File: src/design/json_string_unescape_utf8_top_defines.svh
// Assertion macros shared by the JSON string unescaper modules.
`ifndef JSON_STRING_UNESCAPE_UTF8_TOP_DEFINES_SVH
`define JSON_STRING_UNESCAPE_UTF8_TOP_DEFINES_SVH

// Clocked check, masked while reset is high.
`define JSU_ASSERT(lbl, prop, msg) \
  lbl: assert property (@(posedge clk) disable iff (rst) (prop)) else $error(msg);

// Clocked check that must also hold during reset.
`define JSU_ASSERT_ALWAYS(lbl, prop, msg) \
  lbl: assert property (@(posedge clk) (prop)) else $error(msg);

`endif

File: src/design/jsu_pkg.sv
// Shared types, constants and helper functions of the JSON string unescaper.
`timescale 1ns / 1ps
`default_nettype none

package jsu_pkg;

  // Command queue geometry
  localparam int QUEUE_DEPTH = 4;
  localparam int QPTR_W      = $clog2(QUEUE_DEPTH);
  localparam int QCNT_W      = $clog2(QUEUE_DEPTH + 1);

  // Characters of interest
  localparam logic [7:0] CH_QUOTE = 8'h22;
  localparam logic [7:0] CH_BSL   = 8'h5C;
  localparam logic [7:0] CH_SLASH = 8'h2F;
  localparam logic [7:0] CH_B     = 8'h62;
  localparam logic [7:0] CH_F     = 8'h66;
  localparam logic [7:0] CH_N     = 8'h6E;
  localparam logic [7:0] CH_R     = 8'h72;
  localparam logic [7:0] CH_T     = 8'h74;
  localparam logic [7:0] CH_U     = 8'h75;
  localparam logic [7:0] CH_BS    = 8'h08;
  localparam logic [7:0] CH_FF    = 8'h0C;
  localparam logic [7:0] CH_LF    = 8'h0A;
  localparam logic [7:0] CH_CR    = 8'h0D;
  localparam logic [7:0] CH_TAB   = 8'h09;

  // Code unit ranges
  localparam logic [15:0] HI_SURR_MIN = 16'hD800;
  localparam logic [15:0] HI_SURR_MAX = 16'hDBFF;
  localparam logic [15:0] LO_SURR_MIN = 16'hDC00;
  localparam logic [15:0] LO_SURR_MAX = 16'hDFFF;
  localparam logic [15:0] ONE_BYTE_MAX = 16'h007F;
  localparam logic [15:0] TWO_BYTE_MAX = 16'h07FF;

  // UTF-8 lead and continuation marks
  localparam logic [7:0] LEAD2 = 8'hC0;
  localparam logic [7:0] LEAD3 = 8'hE0;
  localparam logic [7:0] LEAD4 = 8'hF0;
  localparam logic [7:0] CONT  = 8'h80;

  // Sequence length codes (byte count minus one)
  localparam logic [1:0] LEN1 = 2'd0;
  localparam logic [1:0] LEN2 = 2'd1;
  localparam logic [1:0] LEN3 = 2'd2;
  localparam logic [1:0] LEN4 = 2'd3;

  // One command from the parser to the byte emitter
  typedef struct packed {
    logic        is_end;  // end-of-literal status result
    logic        err;     // status on an end command
    logic [1:0]  len_m1;  // output byte count minus one
    logic [20:0] cp;      // code point, or the raw byte for a single
  } cmd_t;

  // Hex digit decode: {valid, value}
  function automatic logic [4:0] hex_value(input logic [7:0] b);
    logic [4:0] r;
    r = 5'd0;
    if (b >= 8'h30 && b <= 8'h39) begin
      r = {1'b1, 4'(b - 8'h30)};
    end else if (b >= 8'h61 && b <= 8'h66) begin
      r = {1'b1, 4'(b - 8'h57)};
    end else if (b >= 8'h41 && b <= 8'h46) begin
      r = {1'b1, 4'(b - 8'h37)};
    end
    return r;
  endfunction

  // Byte idx of the output sequence for a command
  function automatic logic [7:0] seq_byte(input cmd_t c, input logic [1:0] idx);
    logic [7:0] r;
    r = 8'd0;
    case (c.len_m1)
      LEN1: r = c.cp[7:0];
      LEN2: begin
        case (idx)
          2'd0:    r = LEAD2 | {3'b000, c.cp[10:6]};
          default: r = CONT | {2'b00, c.cp[5:0]};
        endcase
      end
      LEN3: begin
        case (idx)
          2'd0:    r = LEAD3 | {4'b0000, c.cp[15:12]};
          2'd1:    r = CONT | {2'b00, c.cp[11:6]};
          default: r = CONT | {2'b00, c.cp[5:0]};
        endcase
      end
      default: begin
        case (idx)
          2'd0:    r = LEAD4 | {5'b00000, c.cp[20:18]};
          2'd1:    r = CONT | {2'b00, c.cp[17:12]};
          2'd2:    r = CONT | {2'b00, c.cp[11:6]};
          default: r = CONT | {2'b00, c.cp[5:0]};
        endcase
      end
    endcase
    return r;
  endfunction

endpackage

`default_nettype wire

File: src/design/jsu_front.sv
// Parser front end: accepts literal bytes, tracks escapes, issues commands.
`timescale 1ns / 1ps
`default_nettype none
`include "json_string_unescape_utf8_top_defines.svh"

module jsu_front (
  input  wire logic          clk,
  input  wire logic          rst,
  input  wire logic          acc,
  input  wire logic [7:0]    data_byte,
  input  wire logic          literal_last,
  output jsu_pkg::cmd_t      cmd,
  output logic               cmd_push
);

  typedef enum logic [7:0] {
    PH_OPEN  = 8'b0000_0001,
    PH_BODY  = 8'b0000_0010,
    PH_ESC   = 8'b0000_0100,
    PH_HEX1  = 8'b0000_1000,
    PH_BSL2  = 8'b0001_0000,
    PH_U2    = 8'b0010_0000,
    PH_HEX2  = 8'b0100_0000,
    PH_DRAIN = 8'b1000_0000
  } phase_t;

  phase_t      phase, phase_next;
  logic [15:0] high_unit, high_unit_next;
  logic [11:0] low_unit, low_unit_next;
  logic [1:0]  digit_count, digit_count_next;

  logic [4:0]  hex;
  logic [15:0] high_shift;
  logic [15:0] low_full;
  logic [4:0]  plane;

  // Digit assembly
  assign hex        = jsu_pkg::hex_value(data_byte);
  assign high_shift = {high_unit[11:0], hex[3:0]};
  assign low_full   = {low_unit, hex[3:0]};
  assign plane      = {1'b0, high_unit[9:6]} + 5'd1;

  // Next state and command
  always_comb begin
    phase_next       = phase;
    high_unit_next   = high_unit;
    low_unit_next    = low_unit;
    digit_count_next = digit_count;
    cmd_push         = 1'b0;
    cmd              = '0;
    if (acc) begin
      if (literal_last) begin
        cmd_push         = 1'b1;
        cmd.is_end       = 1'b1;
        cmd.err          = (phase != PH_BODY) || (data_byte != jsu_pkg::CH_QUOTE);
        phase_next       = PH_OPEN;
        high_unit_next   = '0;
        low_unit_next    = '0;
        digit_count_next = '0;
      end else begin
        case (phase)
          PH_OPEN: begin
            phase_next = (data_byte == jsu_pkg::CH_QUOTE) ? PH_BODY : PH_DRAIN;
          end
          PH_BODY: begin
            if (data_byte == jsu_pkg::CH_BSL) begin
              phase_next = PH_ESC;
            end else begin
              cmd_push  = 1'b1;
              cmd.cp    = {13'd0, data_byte};
            end
          end
          PH_ESC: begin
            phase_next = PH_BODY;
            cmd.len_m1 = jsu_pkg::LEN1;
            case (data_byte)
              jsu_pkg::CH_QUOTE, jsu_pkg::CH_BSL, jsu_pkg::CH_SLASH: begin
                cmd_push = 1'b1;
                cmd.cp   = {13'd0, data_byte};
              end
              jsu_pkg::CH_B: begin
                cmd_push = 1'b1;
                cmd.cp   = {13'd0, jsu_pkg::CH_BS};
              end
              jsu_pkg::CH_F: begin
                cmd_push = 1'b1;
                cmd.cp   = {13'd0, jsu_pkg::CH_FF};
              end
              jsu_pkg::CH_N: begin
                cmd_push = 1'b1;
                cmd.cp   = {13'd0, jsu_pkg::CH_LF};
              end
              jsu_pkg::CH_R: begin
                cmd_push = 1'b1;
                cmd.cp   = {13'd0, jsu_pkg::CH_CR};
              end
              jsu_pkg::CH_T: begin
                cmd_push = 1'b1;
                cmd.cp   = {13'd0, jsu_pkg::CH_TAB};
              end
              jsu_pkg::CH_U: begin
                phase_next       = PH_HEX1;
                high_unit_next   = '0;
                digit_count_next = '0;
              end
              default: phase_next = PH_DRAIN;
            endcase
          end
          PH_HEX1: begin
            if (!hex[4]) begin
              phase_next = PH_DRAIN;
            end else begin
              high_unit_next = high_shift;
              if (digit_count == 2'd3) begin
                digit_count_next = '0;
                if (high_shift >= jsu_pkg::HI_SURR_MIN &&
                    high_shift <= jsu_pkg::HI_SURR_MAX) begin
                  phase_next = PH_BSL2;
                end else if (high_shift >= jsu_pkg::LO_SURR_MIN &&
                             high_shift <= jsu_pkg::LO_SURR_MAX) begin
                  phase_next = PH_DRAIN;
                end else begin
                  phase_next = PH_BODY;
                  cmd_push   = 1'b1;
                  cmd.cp     = {5'd0, high_shift};
                  if (high_shift <= jsu_pkg::ONE_BYTE_MAX) begin
                    cmd.len_m1 = jsu_pkg::LEN1;
                  end else if (high_shift <= jsu_pkg::TWO_BYTE_MAX) begin
                    cmd.len_m1 = jsu_pkg::LEN2;
                  end else begin
                    cmd.len_m1 = jsu_pkg::LEN3;
                  end
                end
              end else begin
                digit_count_next = digit_count + 2'd1;
              end
            end
          end
          PH_BSL2: begin
            phase_next = (data_byte == jsu_pkg::CH_BSL) ? PH_U2 : PH_DRAIN;
          end
          PH_U2: begin
            if (data_byte == jsu_pkg::CH_U) begin
              phase_next       = PH_HEX2;
              low_unit_next    = '0;
              digit_count_next = '0;
            end else begin
              phase_next = PH_DRAIN;
            end
          end
          PH_HEX2: begin
            if (!hex[4]) begin
              phase_next = PH_DRAIN;
            end else begin
              low_unit_next = low_full[11:0];
              if (digit_count == 2'd3) begin
                digit_count_next = '0;
                if (low_full >= jsu_pkg::LO_SURR_MIN &&
                    low_full <= jsu_pkg::LO_SURR_MAX) begin
                  // Supplementary code point from the surrogate pair
                  phase_next = PH_BODY;
                  cmd_push   = 1'b1;
                  cmd.len_m1 = jsu_pkg::LEN4;
                  cmd.cp     = {plane, high_unit[5:0], low_full[9:0]};
                end else begin
                  phase_next = PH_DRAIN;
                end
              end else begin
                digit_count_next = digit_count + 2'd1;
              end
            end
          end
          PH_DRAIN: phase_next = PH_DRAIN;
          default:  phase_next = PH_DRAIN;
        endcase
      end
    end
  end

  // State registers
  always_ff @(posedge clk) begin
    if (rst) begin
      phase       <= PH_OPEN;
      high_unit   <= '0;
      low_unit    <= '0;
      digit_count <= '0;
    end else begin
      phase       <= phase_next;
      high_unit   <= high_unit_next;
      low_unit    <= low_unit_next;
      digit_count <= digit_count_next;
    end
  end

  `JSU_ASSERT(a_end_restarts, acc && literal_last |=> phase == PH_OPEN, "phase not reset after end")
  `JSU_ASSERT(a_one_end_per_last, cmd_push && cmd.is_end |-> acc && literal_last, "end command without final byte")

endmodule

`default_nettype wire

File: src/design/jsu_cmdq.sv
// Short command queue between the parser and the byte emitter.
`timescale 1ns / 1ps
`default_nettype none
`include "json_string_unescape_utf8_top_defines.svh"

module jsu_cmdq (
  input  wire logic          clk,
  input  wire logic          rst,
  input  wire logic          wr_en,
  input  wire jsu_pkg::cmd_t wr_cmd,
  output logic               q_full,
  input  wire logic          rd_en,
  output jsu_pkg::cmd_t      rd_cmd,
  output logic               q_valid
);

  jsu_pkg::cmd_t                entries [jsu_pkg::QUEUE_DEPTH];
  logic [jsu_pkg::QPTR_W-1:0]   wr_ptr;
  logic [jsu_pkg::QPTR_W-1:0]   rd_ptr;
  logic [jsu_pkg::QCNT_W-1:0]   count;
  logic                         do_wr, do_rd;

  assign q_full  = (count == jsu_pkg::QCNT_W'(jsu_pkg::QUEUE_DEPTH));
  assign q_valid = (count != '0);
  assign do_wr   = wr_en && !q_full;
  assign do_rd   = rd_en && q_valid;
  assign rd_cmd  = entries[rd_ptr];

  // Entry storage
  always_ff @(posedge clk) begin
    if (do_wr) begin
      entries[wr_ptr] <= wr_cmd;
    end
  end

  // Pointers and fill count
  always_ff @(posedge clk) begin
    if (rst) begin
      wr_ptr <= '0;
      rd_ptr <= '0;
      count  <= '0;
    end else begin
      if (do_wr) begin
        wr_ptr <= wr_ptr + jsu_pkg::QPTR_W'(1);
      end
      if (do_rd) begin
        rd_ptr <= rd_ptr + jsu_pkg::QPTR_W'(1);
      end
      case ({do_wr, do_rd})
        2'b10:   count <= count + jsu_pkg::QCNT_W'(1);
        2'b01:   count <= count - jsu_pkg::QCNT_W'(1);
        default: count <= count;
      endcase
    end
  end

  `JSU_ASSERT(a_count_bound, count <= jsu_pkg::QCNT_W'(jsu_pkg::QUEUE_DEPTH), "queue count overflow")
  `JSU_ASSERT(a_no_lost_write, wr_en |-> !q_full, "command written into a full queue")

endmodule

`default_nettype wire

File: src/design/jsu_back.sv
// Byte emitter: expands queued commands into result transfers.
`timescale 1ns / 1ps
`default_nettype none
`include "json_string_unescape_utf8_top_defines.svh"

module jsu_back (
  input  wire logic          clk,
  input  wire logic          rst,
  input  wire jsu_pkg::cmd_t head,
  input  wire logic          head_valid,
  output logic               head_pop,
  output logic [7:0]         out_byte,
  output logic               byte_valid,
  output logic               run_last,
  output logic               literal_done,
  output logic               decode_error,
  output logic               empty,
  input  wire logic          pop
);

  logic       res_full;
  logic [1:0] idx;
  logic       load;
  logic       seq_end;

  assign empty    = !res_full;
  assign load     = !res_full || pop;
  assign seq_end  = head.is_end || (idx == head.len_m1);
  assign head_pop = load && head_valid && seq_end;

  // Result register and position within the current command
  always_ff @(posedge clk) begin
    if (rst) begin
      res_full <= 1'b0;
      idx      <= '0;
    end else if (load) begin
      res_full <= head_valid;
      if (head_valid) begin
        idx <= seq_end ? 2'd0 : idx + 2'd1;
      end
    end
  end

  // Result payload
  always_ff @(posedge clk) begin
    if (load && head_valid) begin
      out_byte     <= head.is_end ? 8'd0 : jsu_pkg::seq_byte(head, idx);
      byte_valid   <= !head.is_end;
      run_last     <= seq_end;
      literal_done <= head.is_end;
      decode_error <= head.is_end && head.err;
    end
  end

  `JSU_ASSERT(a_idx_in_run, head_valid && !head.is_end |-> idx <= head.len_m1, "index past sequence")
  `JSU_ASSERT(a_end_shape, res_full && literal_done |-> run_last && !byte_valid, "malformed end result")

endmodule

`default_nettype wire

File: src/design/json_string_unescape_utf8_top.sv
// Top level of the JSON string literal unescaper with UTF-8 output.
// Takes one byte of a quoted JSON string literal per transfer (push/full) and
// delivers decoded UTF-8 bytes plus one end-of-literal status result per
// literal (empty/pop). The parser accepts one byte every cycle while its
// 4-entry command queue has room; the emitter delivers one result per cycle
// while the receiver pops, so a \u escape that expands to 2-4 UTF-8 bytes
// holds the emitter for each of its bytes and the queue absorbs the difference.
// Each command is registered in the queue, then each result in the emitter's
// result register. Errors are sticky until the closing byte: no further bytes come out and the end result reports them.
`timescale 1ns / 1ps
`default_nettype none

module json_string_unescape_utf8_top (
  input  wire logic       clk,
  input  wire logic       rst,
  input  wire logic [7:0] data_byte,
  input  wire logic       literal_last,
  input  wire logic       push,
  output logic            full,
  output logic [7:0]      out_byte,
  output logic            byte_valid,
  output logic            run_last,
  output logic            literal_done,
  output logic            decode_error,
  output logic            empty,
  input  wire logic       pop
);

  jsu_pkg::cmd_t cmd, head;
  logic          cmd_push, q_full, head_valid, head_pop, acc;

  assign full = q_full;
  assign acc  = push && !q_full;

  // Parser
  jsu_front u_front (
    .clk          (clk),
    .rst          (rst),
    .acc          (acc),
    .data_byte    (data_byte),
    .literal_last (literal_last),
    .cmd          (cmd),
    .cmd_push     (cmd_push)
  );

  // Command queue
  jsu_cmdq u_cmdq (
    .clk     (clk),
    .rst     (rst),
    .wr_en   (cmd_push),
    .wr_cmd  (cmd),
    .q_full  (q_full),
    .rd_en   (head_pop),
    .rd_cmd  (head),
    .q_valid (head_valid)
  );

  // Byte emitter
  jsu_back u_back (
    .clk          (clk),
    .rst          (rst),
    .head         (head),
    .head_valid   (head_valid),
    .head_pop     (head_pop),
    .out_byte     (out_byte),
    .byte_valid   (byte_valid),
    .run_last     (run_last),
    .literal_done (literal_done),
    .decode_error (decode_error),
    .empty        (empty),
    .pop          (pop)
  );

endmodule

`default_nettype wire

File: config.mk
export PLATFORM = sky130hd
export DESIGN_NAME = json_string_unescape_utf8_top
export DESIGN_NICKNAME = d
export VERILOG_FILES = /design/src/design/jsu_pkg.sv /design/src/design/jsu_front.sv /design/src/design/jsu_cmdq.sv /design/src/design/jsu_back.sv /design/src/design/json_string_unescape_utf8_top.sv
export VERILOG_INCLUDE_DIRS = /design/src /design/src/design
export SDC_FILE = /design/constraint.sdc
export NUM_CORES = 1
export LEC_CHECK = 0
export ABC_CLOCK_PERIOD_IN_PS = 3800
export BUFFER_PORTS_ARGS = -buffer_cell sky130_fd_sc_hd__buf_2
export CELL_PAD_IN_SITES_DETAIL_PLACEMENT = 1
export CELL_PAD_IN_SITES_GLOBAL_PLACEMENT = 2
export CORE_ASPECT_RATIO = 2
export CORE_UTILIZATION = 27
export CTS_CLUSTER_SIZE = 14
export DETAILED_ROUTE_END_ITERATION = 8
export GPL_TIMING_DRIVEN = 1
export PLACE_DENSITY_LB_ADDON = 0.25
export SLEW_MARGIN = 10
export SYNTH_ARGS = -nofsm -noshare
export SYNTH_HDL_FRONTEND = slang
export SYNTH_SLANG_ARGS = --single-unit
File: constraint.sdc
create_clock -name clk -period 3.8 [get_ports clk]
set_input_delay 0.19 -clock clk [delete_from_list [all_inputs] [get_ports clk]]
set_output_delay 0.19 -clock clk [all_outputs]
set_load 0.05 [all_outputs]
# Yosys cells after proc, flatten, opt, wreduce, memory -nomap -nowiden
# Memories as Yosys holds them, arrays and structs flattened. A register that Yosys moved wholly into a read port is not among the register bits.
# Index checks and enable logic that the tools add are counted.
[totals]
ff_bits = 56
ram_bits = 100
in_bits = 13
out_inout_bits = 14
elab_cells = 177
mem_count = 1
[memory_table]
columns = ["memory", "depth", "word_bits", "read_ports", "rd_clocked_by_memory_dff", "write_ports", "line_no", "source"]
rows = [
  ["u_cmdq.entries", 4, 25, 1, 1, 1, "jsu_cmdq.sv:17", "jsu_pkg::cmd_t entries [jsu_pkg::QUEUE_DEPTH];"],
]
[classes]
n_addsub = 10
order_cmp = 14
n_eq_ne = 36
n_mux = 68
n_reduce_logical = 34
[ops]
columns = ["op", "n"]
rows = [
  ["23-bit 2-to-1 mux", 8],
  ["8-bit 2-to-1 mux", 13],
  ["21-bit one-hot mux with 4 select lines", 1],
  ["12-bit 2-to-1 mux", 6],
  ["8-bit by 7-bit equality test with 1-bit output (second input constant)", 8],
  ["8-bit one-hot mux with 7 select lines", 1],
  ["16-bit >= comparator (second input constant)", 3],
  ["16-bit <= comparator (second input constant)", 3],
  ["12-bit one-hot mux with 2 select lines", 2],
  ["8-bit one-hot mux with 6 select lines", 1],
  ["25-bit 2-to-1 mux", 1],
  ["8-bit by 6-bit equality test with 1-bit output (second input constant)", 3],
  ["8-bit one-hot mux with 3 select lines", 1],
  ["7-bit one-hot mux with 3 select lines", 1],
  ["2-bit 2-to-1 mux", 10],
  ["8-bit by 7-bit >= comparator with 1-bit output (second input constant)", 2],
  ["16-bit by 11-bit <= comparator with 1-bit output (second input constant)", 1],
  ["16-bit by 7-bit <= comparator with 1-bit output (second input constant)", 1],
  ["8-bit by 7-bit <= comparator with 1-bit output (second input constant)", 2],
  ["8-bit one-hot mux with 2 select lines", 1],
  ["4-bit AND reduction", 4],
  ["5-bit 2-to-1 mux", 3],
  ["3-bit by 2-bit != test with 1-bit output (second input constant)", 5],
  ["7-bit one-hot mux with 2 select lines", 1],
  ["36 further kinds", 80],
]

# Depth between registers and ports, before layout
# Gate-level depths: netlist of the first run.
[depth]
ltp_word = 17
depth_mapped = 15
depth_no_buf = 14

# Hierarchy
# A second synthesis of the first run with hierarchy kept.
[unflattened]
hier_cells = 654
hier_area_um2 = 8176.6
[modules_own_cells]
columns = ["mod", "instances", "cells_per_inst", "area_each_um2", "seq_area_each_um2"]
rows = [
  ["jsu_cmdq", 1, 183, 4126.5, 3183.1],
  ["jsu_front", 1, 358, 2887.8, 680.7],
  ["jsu_back", 1, 112, 1148.6, 420.4],
  ["json_string_unescape_utf8_top", 1, 1, 13.8, 0.0],
]

# Least setup slack after synthesis of the first run
# Ideal clock, no wire load.
[synth_path]
path_type = "input to register"
from = "in data_byte[0]"
to = "reg u_cmdq.count[2] (netlist name)"
setup_ns = 0.071
arrival_ns = 3.318
t_required_ns = 3.729
setup_slack_ns = 0.412
stages = 14
path_buffers = 0
path_cell_list = "inv_1 > ha_1 > or3b_1 > a2111oi_0 > nor2_1 > o22ai_2 > nor4_1 > a21oi_2 > inv_1 > ha_1 > fa_1 > xnor2_1 > or3_1 > a21oi_1"
[synth_via]
elab_chain_len = 17
elab_cells_between_ends = 50
cone_classes = "add/sub (3); order compare (12); eq/ne (10); mux (16); reduce/logical (9)"
[synth_rtl]
columns = ["item", "line_no", "source"]
rows = [
  ["start, declared", "json_string_unescape_utf8_top.sv:16", "input wire logic [7:0] data_byte,"],
  ["8-bit by 7-bit >= comparator with 1-bit output or 8-bit by 7-bit <= comparator with 1-bit output (tied branches)", "jsu_pkg.sv:64", "end else if (b >= 8'h41 && b <= 8'h46) begin"],
  ["1-bit logical AND", "jsu_pkg.sv:64", ""],
  ["5-bit 2-to-1 mux", "jsu_pkg.sv:64", ""],
  ["5-bit 2-to-1 mux", "jsu_pkg.sv:62", "end else if (b >= 8'h61 && b <= 8'h66) begin"],
  ["5-bit 2-to-1 mux", "jsu_pkg.sv:60", "if (b >= 8'h30 && b <= 8'h39) begin"],
  ["16-bit >= comparator or 16-bit <= comparator (tied branches)", "jsu_front.sv:119, jsu_front.sv:120", ""],
  ["1-bit logical AND", "jsu_front.sv:119", "end else if (high_shift >= jsu_pkg::LO_SURR_MIN &&"],
  ["1-bit 2-to-1 mux", "jsu_front.sv:119", ""],
  ["1-bit 2-to-1 mux", "jsu_front.sv:116", "if (high_shift >= jsu_pkg::HI_SURR_MIN &&"],
  ["1-bit 2-to-1 mux", "jsu_front.sv:114", "if (digit_count == 2'd3) begin"],
  ["1-bit 2-to-1 mux", "jsu_front.sv:110", "if (!hex[4]) begin"],
  ["1-bit one-hot mux with 4 select lines *", "jsu_front.sv:61", "case (phase)"],
  ["1-bit 2-to-1 mux *", "jsu_front.sv:52", "if (literal_last) begin"],
  ["1-bit 2-to-1 mux *", "jsu_front.sv:51", "if (acc) begin"],
  ["1-bit logical AND *", "jsu_cmdq.sv:25", "assign do_wr = wr_en && !q_full;"],
  ["2-bit by 1-bit equality test with 1-bit output or 2-bit equality test (tied branches)", "jsu_cmdq.sv:49", "case ({do_wr, do_rd})"],
  ["3-bit one-hot mux with 2 select lines or 2-bit nonzero test (tied branches)", "n/a", ""],
  ["end signal, assigned", "jsu_cmdq.sv:50", "2'b10: count <= count + jsu_pkg::QCNT_W'(1);"],
  ["end signal, assigned", "jsu_cmdq.sv:51", "2'b01: count <= count - jsu_pkg::QCNT_W'(1);"],
  ["end signal, assigned", "jsu_cmdq.sv:52", "default: count <= count;"],
  ["end, declared", "jsu_cmdq.sv:20", "logic [jsu_pkg::QCNT_W-1:0] count;"],
]
# Mark *: on every way between the ends. The rest lies on a longest branch, timed or not.
# A chain may end at the register's enable or synchronous reset.

# Worst setup path after layout of the first run
[layout_path]
from = "reg u_front.phase[0]"
to = "reg u_cmdq.count[2] (netlist name)"
[layout_via]
elab_chain_len = 7
elab_cells_between_ends = 12
cone_classes = "eq/ne (6); mux (4); reduce/logical (2)"
[layout_rtl]
columns = ["item", "line_no", "source"]
rows = [
  ["start, declared", "jsu_front.sv:27", "phase_t phase, phase_next;"],
  ["start signal, assigned", "jsu_front.sv:188", "phase <= phase_next;"],
  ["8-bit by 7-bit equality test with 1-bit output, or another cell as far along", "jsu_front.sv:61", ""],
  ["1-bit one-hot mux with 4 select lines *", "jsu_front.sv:61", ""],
  ["1-bit 2-to-1 mux *", "jsu_front.sv:52", ""],
  ["1-bit 2-to-1 mux *", "jsu_front.sv:51", ""],
  ["1-bit logical AND *", "jsu_cmdq.sv:25", ""],
  ["2-bit by 1-bit equality test with 1-bit output or 2-bit equality test (tied branches)", "jsu_cmdq.sv:49", ""],
  ["3-bit one-hot mux with 2 select lines or 2-bit nonzero test (tied branches)", "n/a", ""],
]
# Marks and branches as above.

==> results of run 1 <==
==> worst min-delay path by stage <==
stage	to	startpoint	cells after the start
after global placement	u_front.low_unit[7]	u_front.low_unit[7]	2
after detailed placement	u_front.low_unit[6]	u_front.low_unit[6]	2
after global routing	u_back.res_full	pop	4
final	u_back.res_full	pop	4
after CTS	u_back.res_full	pop	4
after floorplan	u_back.res_full	pop	3
==> registers in the layout (all words and copies together), names as in the netlist, named ones only <==
signal               flops
u_back.byte_valid        1
u_back.decode_error      1
u_back.idx               2
u_back.literal_done      1
u_back.out_byte          8
u_back.res_full          1
u_back.run_last          1
u_cmdq.count             3
u_cmdq.entries         100
u_cmdq.rd_ptr            2
u_cmdq.wr_ptr            2
u_front.digit_count      2
u_front.high_unit       12
u_front.low_unit        12
u_front.phase            8
==> critical path, delay by kind of cell (launching register included) <==
kind                       cells  cell delay [ns]
DFF                            1             0.36
adders and majority gates      2             0.67
AOI/OAI and AO/OA              3             0.49
xor gates and xnor gates       1             0.15
and+or+nand+nor                4             1.26
buffers and inverters          2             0.27
==> layout make-up <==
cell class              count  area [um2]  share of cell area (%)
clock inverters            13         121                    1.34
inverters                  26        97.6                    1.08
multi-input cells         438        3300                    36.5
clock buffers              19         454                    5.03
well taps                 356         445                    4.93
flip-flops and latches    158        4290                    47.4
repair buffers             53         333                    3.68
==> cells by family after synthesis <==
| logic type | share of synthesized area, % |
|---|---|
| and+or+nand+nor | 14.9 |
| AOI/OAI and AO/OA | 14.2 |
| DFF | 54.7 |
| buffers and inverters | 3.21 |
| muxes | 8.11 |
| adders and majority gates | 3.93 |
| xor gates and xnor gates | 0.894 |
==> stage by stage <==
stage | utilization [%] | cells | hold WS [ns] | total power [W] | setup slack, ns
2_1_floorplan | - | 656 | 0.368 | 0.00323 | 0.412
3_3_place_gp | 29.8 | 1031 | 0.451 | 0.00364 | 0.226
5_1_grt | 31.8 | 1063 | 0.0470 | 0.00551 | 0.288
3_5_place_dp | 29.8 | 1031 | 0.466 | 0.00368 | 0.186
6_report | 31.8 | 1063 | 0.0311 | 0.00526 | 0.516
4_1_cts | 31.8 | 1063 | 0.0173 | 0.00534 | 0.491
==> power groups by stage <==
stage	clock, W	combinational, W	sequential [W]
4_1_cts	0.00170	0.00153	0.00211
6_report	0.00166	0.00150	0.00210
5_1_grt	0.00177	0.00162	0.00212
2_1_floorplan	0	0.000879	0.00235
3_3_place_gp	0	0.00151	0.00213
3_5_place_dp	0	0.00153	0.00215
==> metal layers <==
metal	wire length (um)	up-vias	GRT usage (%)
met4	1510	0	11.5
met3	464	65	2.73
li1	-	2602	-
met2	13400	103	31.7
met5	0	-	0
met1	7520	2768	13.9
==> layout by cell type (no fill, tap or decap), types with 6 or more instances in the layout <==
cell         n
a22o_1      15
buf_4       27
inv_6        6
and2_1       7
buf_2       26
xnor2_1      6
a21oi_1     51
a211oi_1    11
nand3_1     26
mux4_2      25
clkbuf_16   18
nand2_1     47
dfxtp_1     45
o21ai_0     15
inv_1       26
nor3_1      11
ha_1        23
nand2b_1     8
nor4_1       7
a221oi_1     8
edfxtp_1   112
nor2_1      51
==> flow_summary.json, run 1 <==
{
  "drtAntennaViolNets": 0,
  "syn_area_per_cell_um2": 11.9,
  "power_frac_seq_pct": 39.9,
  "core_region_area_mm2": 0.0284,
  "setup_viol_count_final": 0,
  "postCtsResizedCells": 0,
  "skew_ns": 0.0148,
  "n_antenna_cell": 0,
  "startpoint": "u_front.phase[0]",
  "fillers": 3063,
  "vias": 5538,
  "slew_headroom_pct": 39.6,
  "hold_class": "in2reg",
  "start_kind": "flop",
  "r2r_cells": 12,
  "antenna_found_initial": 0,
  "vias_per_cell": 5.21,
  "tns_ns": 0,
  "synth_ff_type": "edfxtp_1",
  "fin_crit_sh_pct": 86.4,
  "design_area_mm2": 0.00904,
  "drive_gt1_share_pct": 19.0,
  "drt-total-wl_um": 22900,
  "ys_top_cells_by_count": "112 x edfxtp_1, 51 x a21oi_1, 51 x nor2_1, 47 x nand2_1, 46 x dfxtp_1",
  "drcViolationCount": 0,
  "synth.distinct_cells": 85,
  "post_drt_wl_per_cell_um": 21.5,
  "h-tree-depth": 4,
  "cts_tree": "built",
  "cp_max_fo": 6,
  "clock_sinks": 158,
  "switching_share_pct": 34.2,
  "timing.rr.start": "u_front.phase[0]",
  "grt_pass1_vias": 6133,
  "clkTransAtPathRegs_ns": 0.07,
  "place_congestion": 0.888,
  "initial_utilization_pct": 27.6,
  "p_per_area_mw_per_mm2": 583,
  "drv_cap": 0,
  "endpoint_kind": "flop",
  "syn_to_final_growth_pct": 15.3,
  "dp_hpwl_um": 17900,
  "intPower_w": 0.00346,
  "synth_top_area_share_pct": 42.9,
  "synthesis.nets": 693,
  "worst_pin_slew_ns": 0.906,
  "die_area_mm2": 0.0297,
  "status": "finished, final reports clean",
  "worst-r2r-setup-slack_ns": 0.52,
  "power_switching_w": 0.00180,
  "grt_util_all_layers_pct": 16.1,
  "synth_largest_area_cell": "edfxtp_1",
  "postSynthCellCount": 656,
  "grt_pass1_wl_um": 35000,
  "yosysSeqAreaShare_pct": 54.7,
  "cp_data_arrival_time_ns": 3.63,
  "cts-buffers-inserted": 17,
  "die_y_um": 243,
  "rsz0062_at_grt": "false",
  "hold_buffers": 0,
  "async_reset_ff_share_pct": 0,
  "drt-initial-drc-count": 266,
  "port_buffers": 26,
  "ios": 27,
  "period_minus_slack_ns": 3.28,
  "grt_max_degree": 48,
  "fmax_mhz": 304,
  "worst_path_max_delay_cell": "nor4_2",
  "synth_area_leaders": "edfxtp_1 43%, dfxtp_1 12%, mux4_2 7.2%",
  "critPathKind": "reg2reg",
  "r2r-end": "u_cmdq.count[2]",
  "slew_violations": 0,
  "worst_ir_drop_vdd_mv": 0.321,
  "crit_path_end": "u_cmdq.count[2]",
  "drtPass1Iterations": 4,
  "comb_power_share_pct": 28.5,
  "cts_setup_buffers": 0,
  "synth-seq-cells": 158,
  "fin_nets": 731,
  "num_rows": 87,
  "clockBufferDepth": 2,
  "postPlaceCellArea_mm2": 0.00846,
  "grt_remaining_overflow": 0,
  "path_cells": "nor4_2 > nand4b_1 > buf_4 > nor2_1 > o41ai_1 > a21oi_2 > inv_1 > ha_1 > fa_1 > xnor2_1 > or3_1 > a21oi_1",
  "clkLatencyLatePin_ns": 0.43,
  "die_width_um": 122,
  "critPathMaxStageDelay_ns": 0.55,
  "leakage_nw": 3.01,
  "yosysWarningCount": 0,
  "p_clk_share_pct": 31.6,
  "synth_edf_count": 112,
  "cts_root_buf": "clkbuf_16",
  "synth_area_mm2": 0.00784,
  "required_ns": 4.15,
  "hold_viol": 0,
  "yosysMostFrequentCell": "edfxtp_1"
}
No activity file was read; power rests on OpenSTA's default activity.
==> inputs of run 2 (changes only) <==
- CELL_PAD_IN_SITES_DETAIL_PLACEMENT: 1 -> default
- CELL_PAD_IN_SITES_GLOBAL_PLACEMENT: 2 -> default
- GPL_ROUTABILITY_DRIVEN: default -> 0
- SYNTH_HIERARCHICAL: default -> 1
==> flow_summary.json, run 2 <==
{
  "syn_to_final_growth_pct": 16.6,
  "synth_area_leaders": "edfxtp_1 41%, dfxtp_1 11%, mux4_2 5.5%",
  "drt-total-wl_um": 22400,
  "synth_area_mm2": 0.00818,
  "endpoint_kind": "flop",
  "port_buffers": 26,
  "drv_cap": 0,
  "period_minus_slack_ns": 3.59,
  "startpoint": "u_front/high_unit[6]",
  "postSynthCellCount": 654,
  "critPathKind": "reg2reg",
  "leakage_nw": 3.25,
  "yosysSeqAreaShare_pct": 52.4,
  "grt_pass1_wl_um": 34700,
  "fin_crit_sh_pct": 94.5,
  "utilization_pct": 32.2,
  "synth_top_area_share_pct": 41.1,
  "drive_gt1_share_pct": 21.7,
  "synth_largest_area_cell": "edfxtp_1",
  "h-tree-depth": 4,
  "core_region_area_mm2": 0.0296,
  "synth-seq-cells": 158,
  "synth_edf_count": 112,
  "cts_tree": "built",
  "grt_max_degree": 49,
  "cp_max_fo": 3,
  "yosysMostFrequentCell": "edfxtp_1",
  "clock_sinks": 158,
  "slew_headroom_pct": 35.8,
  "status": "finished, violations left",
  "drtAntennaViolNets": 0,
  "synth.distinct_cells": 95,
  "min_from": "pop",
  "die_area_mm2": 0.0310,
  "async_reset_ff_share_pct": 0,
  "clkTransAtPathRegs_ns": 0.06,
  "grt_pass1_vias": 5862,
  "drt-initial-drc-count": 340,
  "cts-buffers-inserted": 17,
  "largest_register_ffs": 100,
  "layout_common_cells": "112 x edfxtp_1, 53 x nor2_1, 46 x buf_4, 45 x dfxtp_1, 29 x a21oi_1",
  "top_register": "u_cmdq/entries",
  "p_per_area_mw_per_mm2": 425,
  "fmax_mhz": 278,
  "num_rows": 89,
  "design_area_mm2": 0.00954,
  "final_common_cell": "edfxtp_1",
  "cts_root_buf": "clkbuf_16",
  "hold_viol": 0,
  "largestRegisters": "u_cmdq/entries: 100 flops, u_front/high_unit: 12 flops, u_front/low_unit: 12 flops",
  "synthesis.nets": 691,
  "fin_nets": 753,
  "timing.rr.start": "u_front/high_unit[6]",
  "vias_per_cell": 5.29,
  "post_drt_wl_per_cell_um": 20.5,
  "synth_ff_type": "edfxtp_1",
  "place_worst_setup_slack_ns": -0.0281,
  "initial_utilization_pct": 27.6,
  "grt_remaining_overflow": 0,
  "clkLatencyLatePin_ns": 0.43,
  "drtPass1Iterations": 7,
  "drcViolationCount": 8,
  "hold_class": "in2reg",
  "rsz0062_at_grt": "false",
  "dpl.cell_count": 1060,
  "die_y_um": 248,
  "postPlaceCellArea_mm2": 0.00898,
  "worst_ir_drop_vdd_mv": 0.281,
  "worst_pin_slew_ns": 0.955,
  "clockBufferDepth": 2,
  "yosysWarningCount": 6,
  "grt_util_all_layers_pct": 15.1,
  "ys_top_cells_by_count": "112 x edfxtp_1, 53 x nor2_1, 46 x dfxtp_1, 29 x a21oi_1, 28 x nand2_1",
  "start_kind": "flop",
  "required_ns": 4.14,
  "skew_ns": 0.00889,
  "holdWs_ns": 0.124,
  "antenna_found_initial": 0,
  "setup_viol_count_final": 0,
  "die_width_um": 125,
  "dp_hpwl_um": 17000,
  "setup_slack_ns": 0.208,
  "ios": 27,
  "fin_cells": 1093,
  "slew_violations": 0,
  "postCtsResizedCells": 0,
  "n_antenna_cell": 0,
  "syn_area_per_cell_um2": 12.5,
  "cp_data_arrival_time_ns": 3.94,
  "vias": 5786,
  "violations": "design-rule violations"
}
==> run 2: path summary, 6_finish.rpt <==
check	to	slack, ns	depth (start not counted)
worst min-delay path	u_back/res_full	0.12	3
worst min register to register	u_front/digit_count[1]	0.48	2
worst max register to register	u_cmdq/count[2]	0.21	17
worst max-delay path	u_cmdq/count[2]	0.21	17
==> run 2: through the flow <==
| stage | power, W | setup TNS [ns] |
|---|---|---|
| 2_1_floorplan | 0.00236 | 0 |
| 4_1_cts | 0.00410 | 0 |
| 5_1_grt | 0.00421 | 0 |
| 6_report | 0.00405 | 0 |
| 3_5_place_dp | 0.00251 | -0.0281 |
| 3_3_place_gp | 0.00251 | 0 |
==> run 2: worst max-delay path: stages, from the launching register on <==
cell      delay, ns
dfxtp_1        0.31
inv_1          0.08
ha_1           0.20
nor4b_1        0.24
nand4_1        0.18
a221o_1        0.32
o41ai_2        0.21
o211ai_1       0.22
a22o_1         0.29
inv_1          0.10
nor2_1         0.06
inv_1          0.08
ha_1           0.17
inv_1          0.06
fa_1           0.38
xor2_1         0.16
or3_1          0.30
a21oi_1        0.14
==> run 2: layout make-up <==
cell class	instances	area, um2
repair buffers	76	556
clock buffers	23	490
clock inverters	9	60.1
flip-flops and latches	158	4290
multi-input cells	435	3590
fillers	3023	20100
inverters	28	105
well taps	364	455
==> run 2: layer usage <==
layer	share of wire, %	global-route usage, %	wire length, um	vias up
met5	0	0	0	-
met4	4.9	9.68	1110	0
met3	3.0	2.45	665	57
met2	59	30.9	13200	153
met1	33	13.4	7430	2880
li1	-	-	-	2696
==> run 2: kinds of logic (layout without fill, tap and decap cells) <==
logic type | after synthesis | after routing | synth area share, %
AO/OA/AOI/OAI | 163 | 163 | 15.9
XOR/XNOR | 10 | 10 | 1.07
adder cells (fa/ha/maj) | 24 | 24 | 3.76
buffers and inverters | 61 | 136 | 3.75
flip-flops | 158 | 158 | 52.4
multiplexers | 32 | 32 | 8.02
AND/OR/NAND/NOR | 206 | 206 | 15.1
==> run 2: what timing repair did <==
item | 4_1_cts | 5_1_grt
hold buffers | 0 | 0
buffers inserted | 0 | 1
setup endpoints to repair | 0 | 1
==> run 2: where the power goes <==
group / total (W) / leakage (nW) / switching, W / internal [W]
logic: 0.000541 / 1.55 / 0.000351 / 0.000191
registers: 0.00192 / 1.44 / 0.0000248 / 0.00190
clock network: 0.00159 / 0.260 / 0.000676 / 0.000910
total: 0.00405 / 3.25 / 0.00105 / 0.00300
==> inputs of run 3 (changes only) <==
- ABC_CLOCK_PERIOD_IN_PS: 3800 -> 4000
- clock period: 3.8 -> 4 ns (I/O delays scaled with it)
==> flow_summary.json, run 3 (synthesized netlist as in run 2, its figures left out) <==
{
  "fin_nets": 737,
  "n_antenna_cell": 0,
  "fin_crit_sh_pct": 93.0,
  "largestRegisters": "u_cmdq/entries: 100 flops, u_front/high_unit: 12 flops, u_front/low_unit: 12 flops",
  "grt_pass1_vias": 6056,
  "drtAntennaViolNets": 0,
  "critPathKind": "reg2reg",
  "clockBufferDepth": 2,
  "port_buffers": 26,
  "switching_share_pct": 24.2,
  "h-tree-depth": 4,
  "drt-initial-drc-count": 288,
  "cp_data_arrival_time_ns": 4.06,
  "rsz0062_at_grt": "false",
  "cp.depth": 17,
  "required_ns": 4.34,
  "critPathMaxStageDelay_ns": 0.37,
  "path_cells": "inv_1 > ha_1 > nor4b_1 > nand4_1 > a221o_1 > o41ai_2 > o211ai_1 > a22o_1 > inv_1 > nor2_1 > inv_1 > ha_1 > inv_1 > fa_1 > xor2_1 > or3_1 > a21oi_1",
  "clkLatencyLatePin_ns": 0.43,
  "num_rows": 89,
  "tns_ns": 0,
  "crit_buf_inv": 4,
  "die_width_um": 125,
  "worst_ir_drop_vdd_mv": 0.296,
  "layout_common_cells": "112 x edfxtp_1, 53 x nor2_1, 45 x dfxtp_1, 30 x buf_4, 29 x a21oi_1",
  "vias_per_cell": 5.31,
  "die_y_um": 248,
  "p_per_area_mw_per_mm2": 430,
  "top_register": "u_cmdq/entries",
  "core_region_area_mm2": 0.0296,
  "cts_root_buf": "clkbuf_16",
  "period_minus_slack_ns": 3.72,
  "crit_family": "compound AO/OA/AOI/OAI gates",
  "largest_register_ffs": 100,
  "intPower_w": 0.00310,
  "die_area_mm2": 0.0310,
  "cts_tree": "built",
  "syn_to_final_growth_pct": 16.3,
  "grt_remaining_overflow": 0,
  "drtPass1Iterations": 7,
  "cp_max_fo": 3,
  "p_clk_share_pct": 43.0,
  "hold_buffers": 0,
  "initial_utilization_pct": 27.6,
  "worst_pin_slew_ns": 0.948,
  "skew_ns": 0.00954,
  "drt-total-wl_um": 22100,
  "power_frac_seq_pct": 44.6,
  "post_drt_wl_per_cell_um": 20.5,
  "cts_setup_buffers": 0,
  "clkTransAtPathRegs_ns": 0.06,
  "grt_max_degree": 49,
  "hold_class": "in2reg",
  "final_common_cell": "edfxtp_1",
  "p_total_w": 0.00409,
  "grt_util_all_layers_pct": 15.0,
  "slew_violations": 0,
  "hold_viol": 0,
  "dp_hpwl_um": 16700,
  "cts-buffers-inserted": 17,
  "violations": "design-rule violations",
  "drcViolationCount": 8,
  "status": "finished, violations left",
  "r2r_cells": 17,
  "antenna_found_initial": 0,
  "grt_pass1_wl_um": 34700,
  "drive_gt1_share_pct": 20.1,
  "worst_path_max_delay_cell": "fa_1",
  "ios": 27,
  "postCtsResizedCells": 0,
  "leakage_nw": 3.22,
  "fillers": 3012,
  "clock_sinks": 158,
  "drv_cap": 0,
  "endpoint_kind": "flop",
  "worst-r2r-setup-slack_ns": 0.28,
  "power_switching_w": 0.000992,
  "fmax_mhz": 269,
  "setup_viol_count_final": 0,
  "vias": 5720,
  "worstHoldPathCells": 3,
  "start_kind": "flop",
  "slew_headroom_pct": 36.8,
  "comb_power_share_pct": 12.4,
  "critPathMostFrequentCell": "inv_1"
}
run 3: changes by cell type in the layout (fill, tap and decap cells not counted):
| cell | before | now |
|---|---|---|
| clkbuf_16 | 19 | 17 |
| clkbuf_8 | 0 | 1 |
| bufinv_16 | 0 | 5 |
| buf_4 | 46 | 30 |
| clkinvlp_4 | 4 | 1 |
| clkinv_4 | 1 | 2 |
| clkbuf_1 | 4 | 3 |
| inv_4 | 1 | 0 |
run 3: power by group through the flow:
stage	Sequential, W	Clock (W)	Combinational [W]
after floorplan	0.00193	0	0.000305
after global placement	0.00186	0	0.000507
after detailed placement	0.00186	0	0.000508
after CTS	0.00183	0.00181	0.000509
after global routing	0.00183	0.00186	0.000547
final	0.00183	0.00176	0.000506
run 3: layout make-up:
class                   instances  area, um2  share of cell area (%)
clock buffers                  21        450                    4.74
clock inverters                11        190                    2.00
multi-input cells             435       3590                    37.7
well taps                     364        455                    4.79
inverters                      28        105                    1.11
flip-flops and latches        158       4290                    45.1
repair buffers                 60        435                    4.58
run 3: worst min-delay path: stages:
cell and delay (ns):
buf_2 0.07, nand2b_1 0.16, a21oi_1 0.08
run 3: per-stage QoR:
| stage | setup slack (ns) | hold WS, ns | util (%) | area, um2 | instances |
|---|---|---|---|---|---|
| global placement | 0.154 | 0.445 | 29.9 | 8870 | 1045 |
| floorplan | 0.194 | 0.269 | - | 8180 | 654 |
| finish | 0.280 | 0.136 | 32.1 | 9510 | 1077 |
| global route | 0.0667 | 0.170 | 32.1 | 9510 | 1077 |
| detailed placement | 0.0793 | 0.460 | 29.9 | 8870 | 1045 |
| CTS | 0.312 | 0.118 | 32.1 | 9510 | 1077 |
run 3: worst paths after layout:
kind	start	end
hold / removal	pop	u_back/res_full
setup reg to reg	u_front/high_unit[6]	u_cmdq/count[2]
setup / recovery	u_front/high_unit[6]	u_cmdq/count[2]
hold reg to reg	u_front/digit_count[1]	u_front/digit_count[1]
run 3: layer usage:
layer	GRT usage [%]	up-vias	part of all wire [%]	wire length, um
li1	-	2674	-	-
met3	2.53	63	2.5	560
met4	10.5	0	5.7	1260
met1	12.9	2831	34	7430
met2	30.5	152	58	12900
met5	0	-	0	0
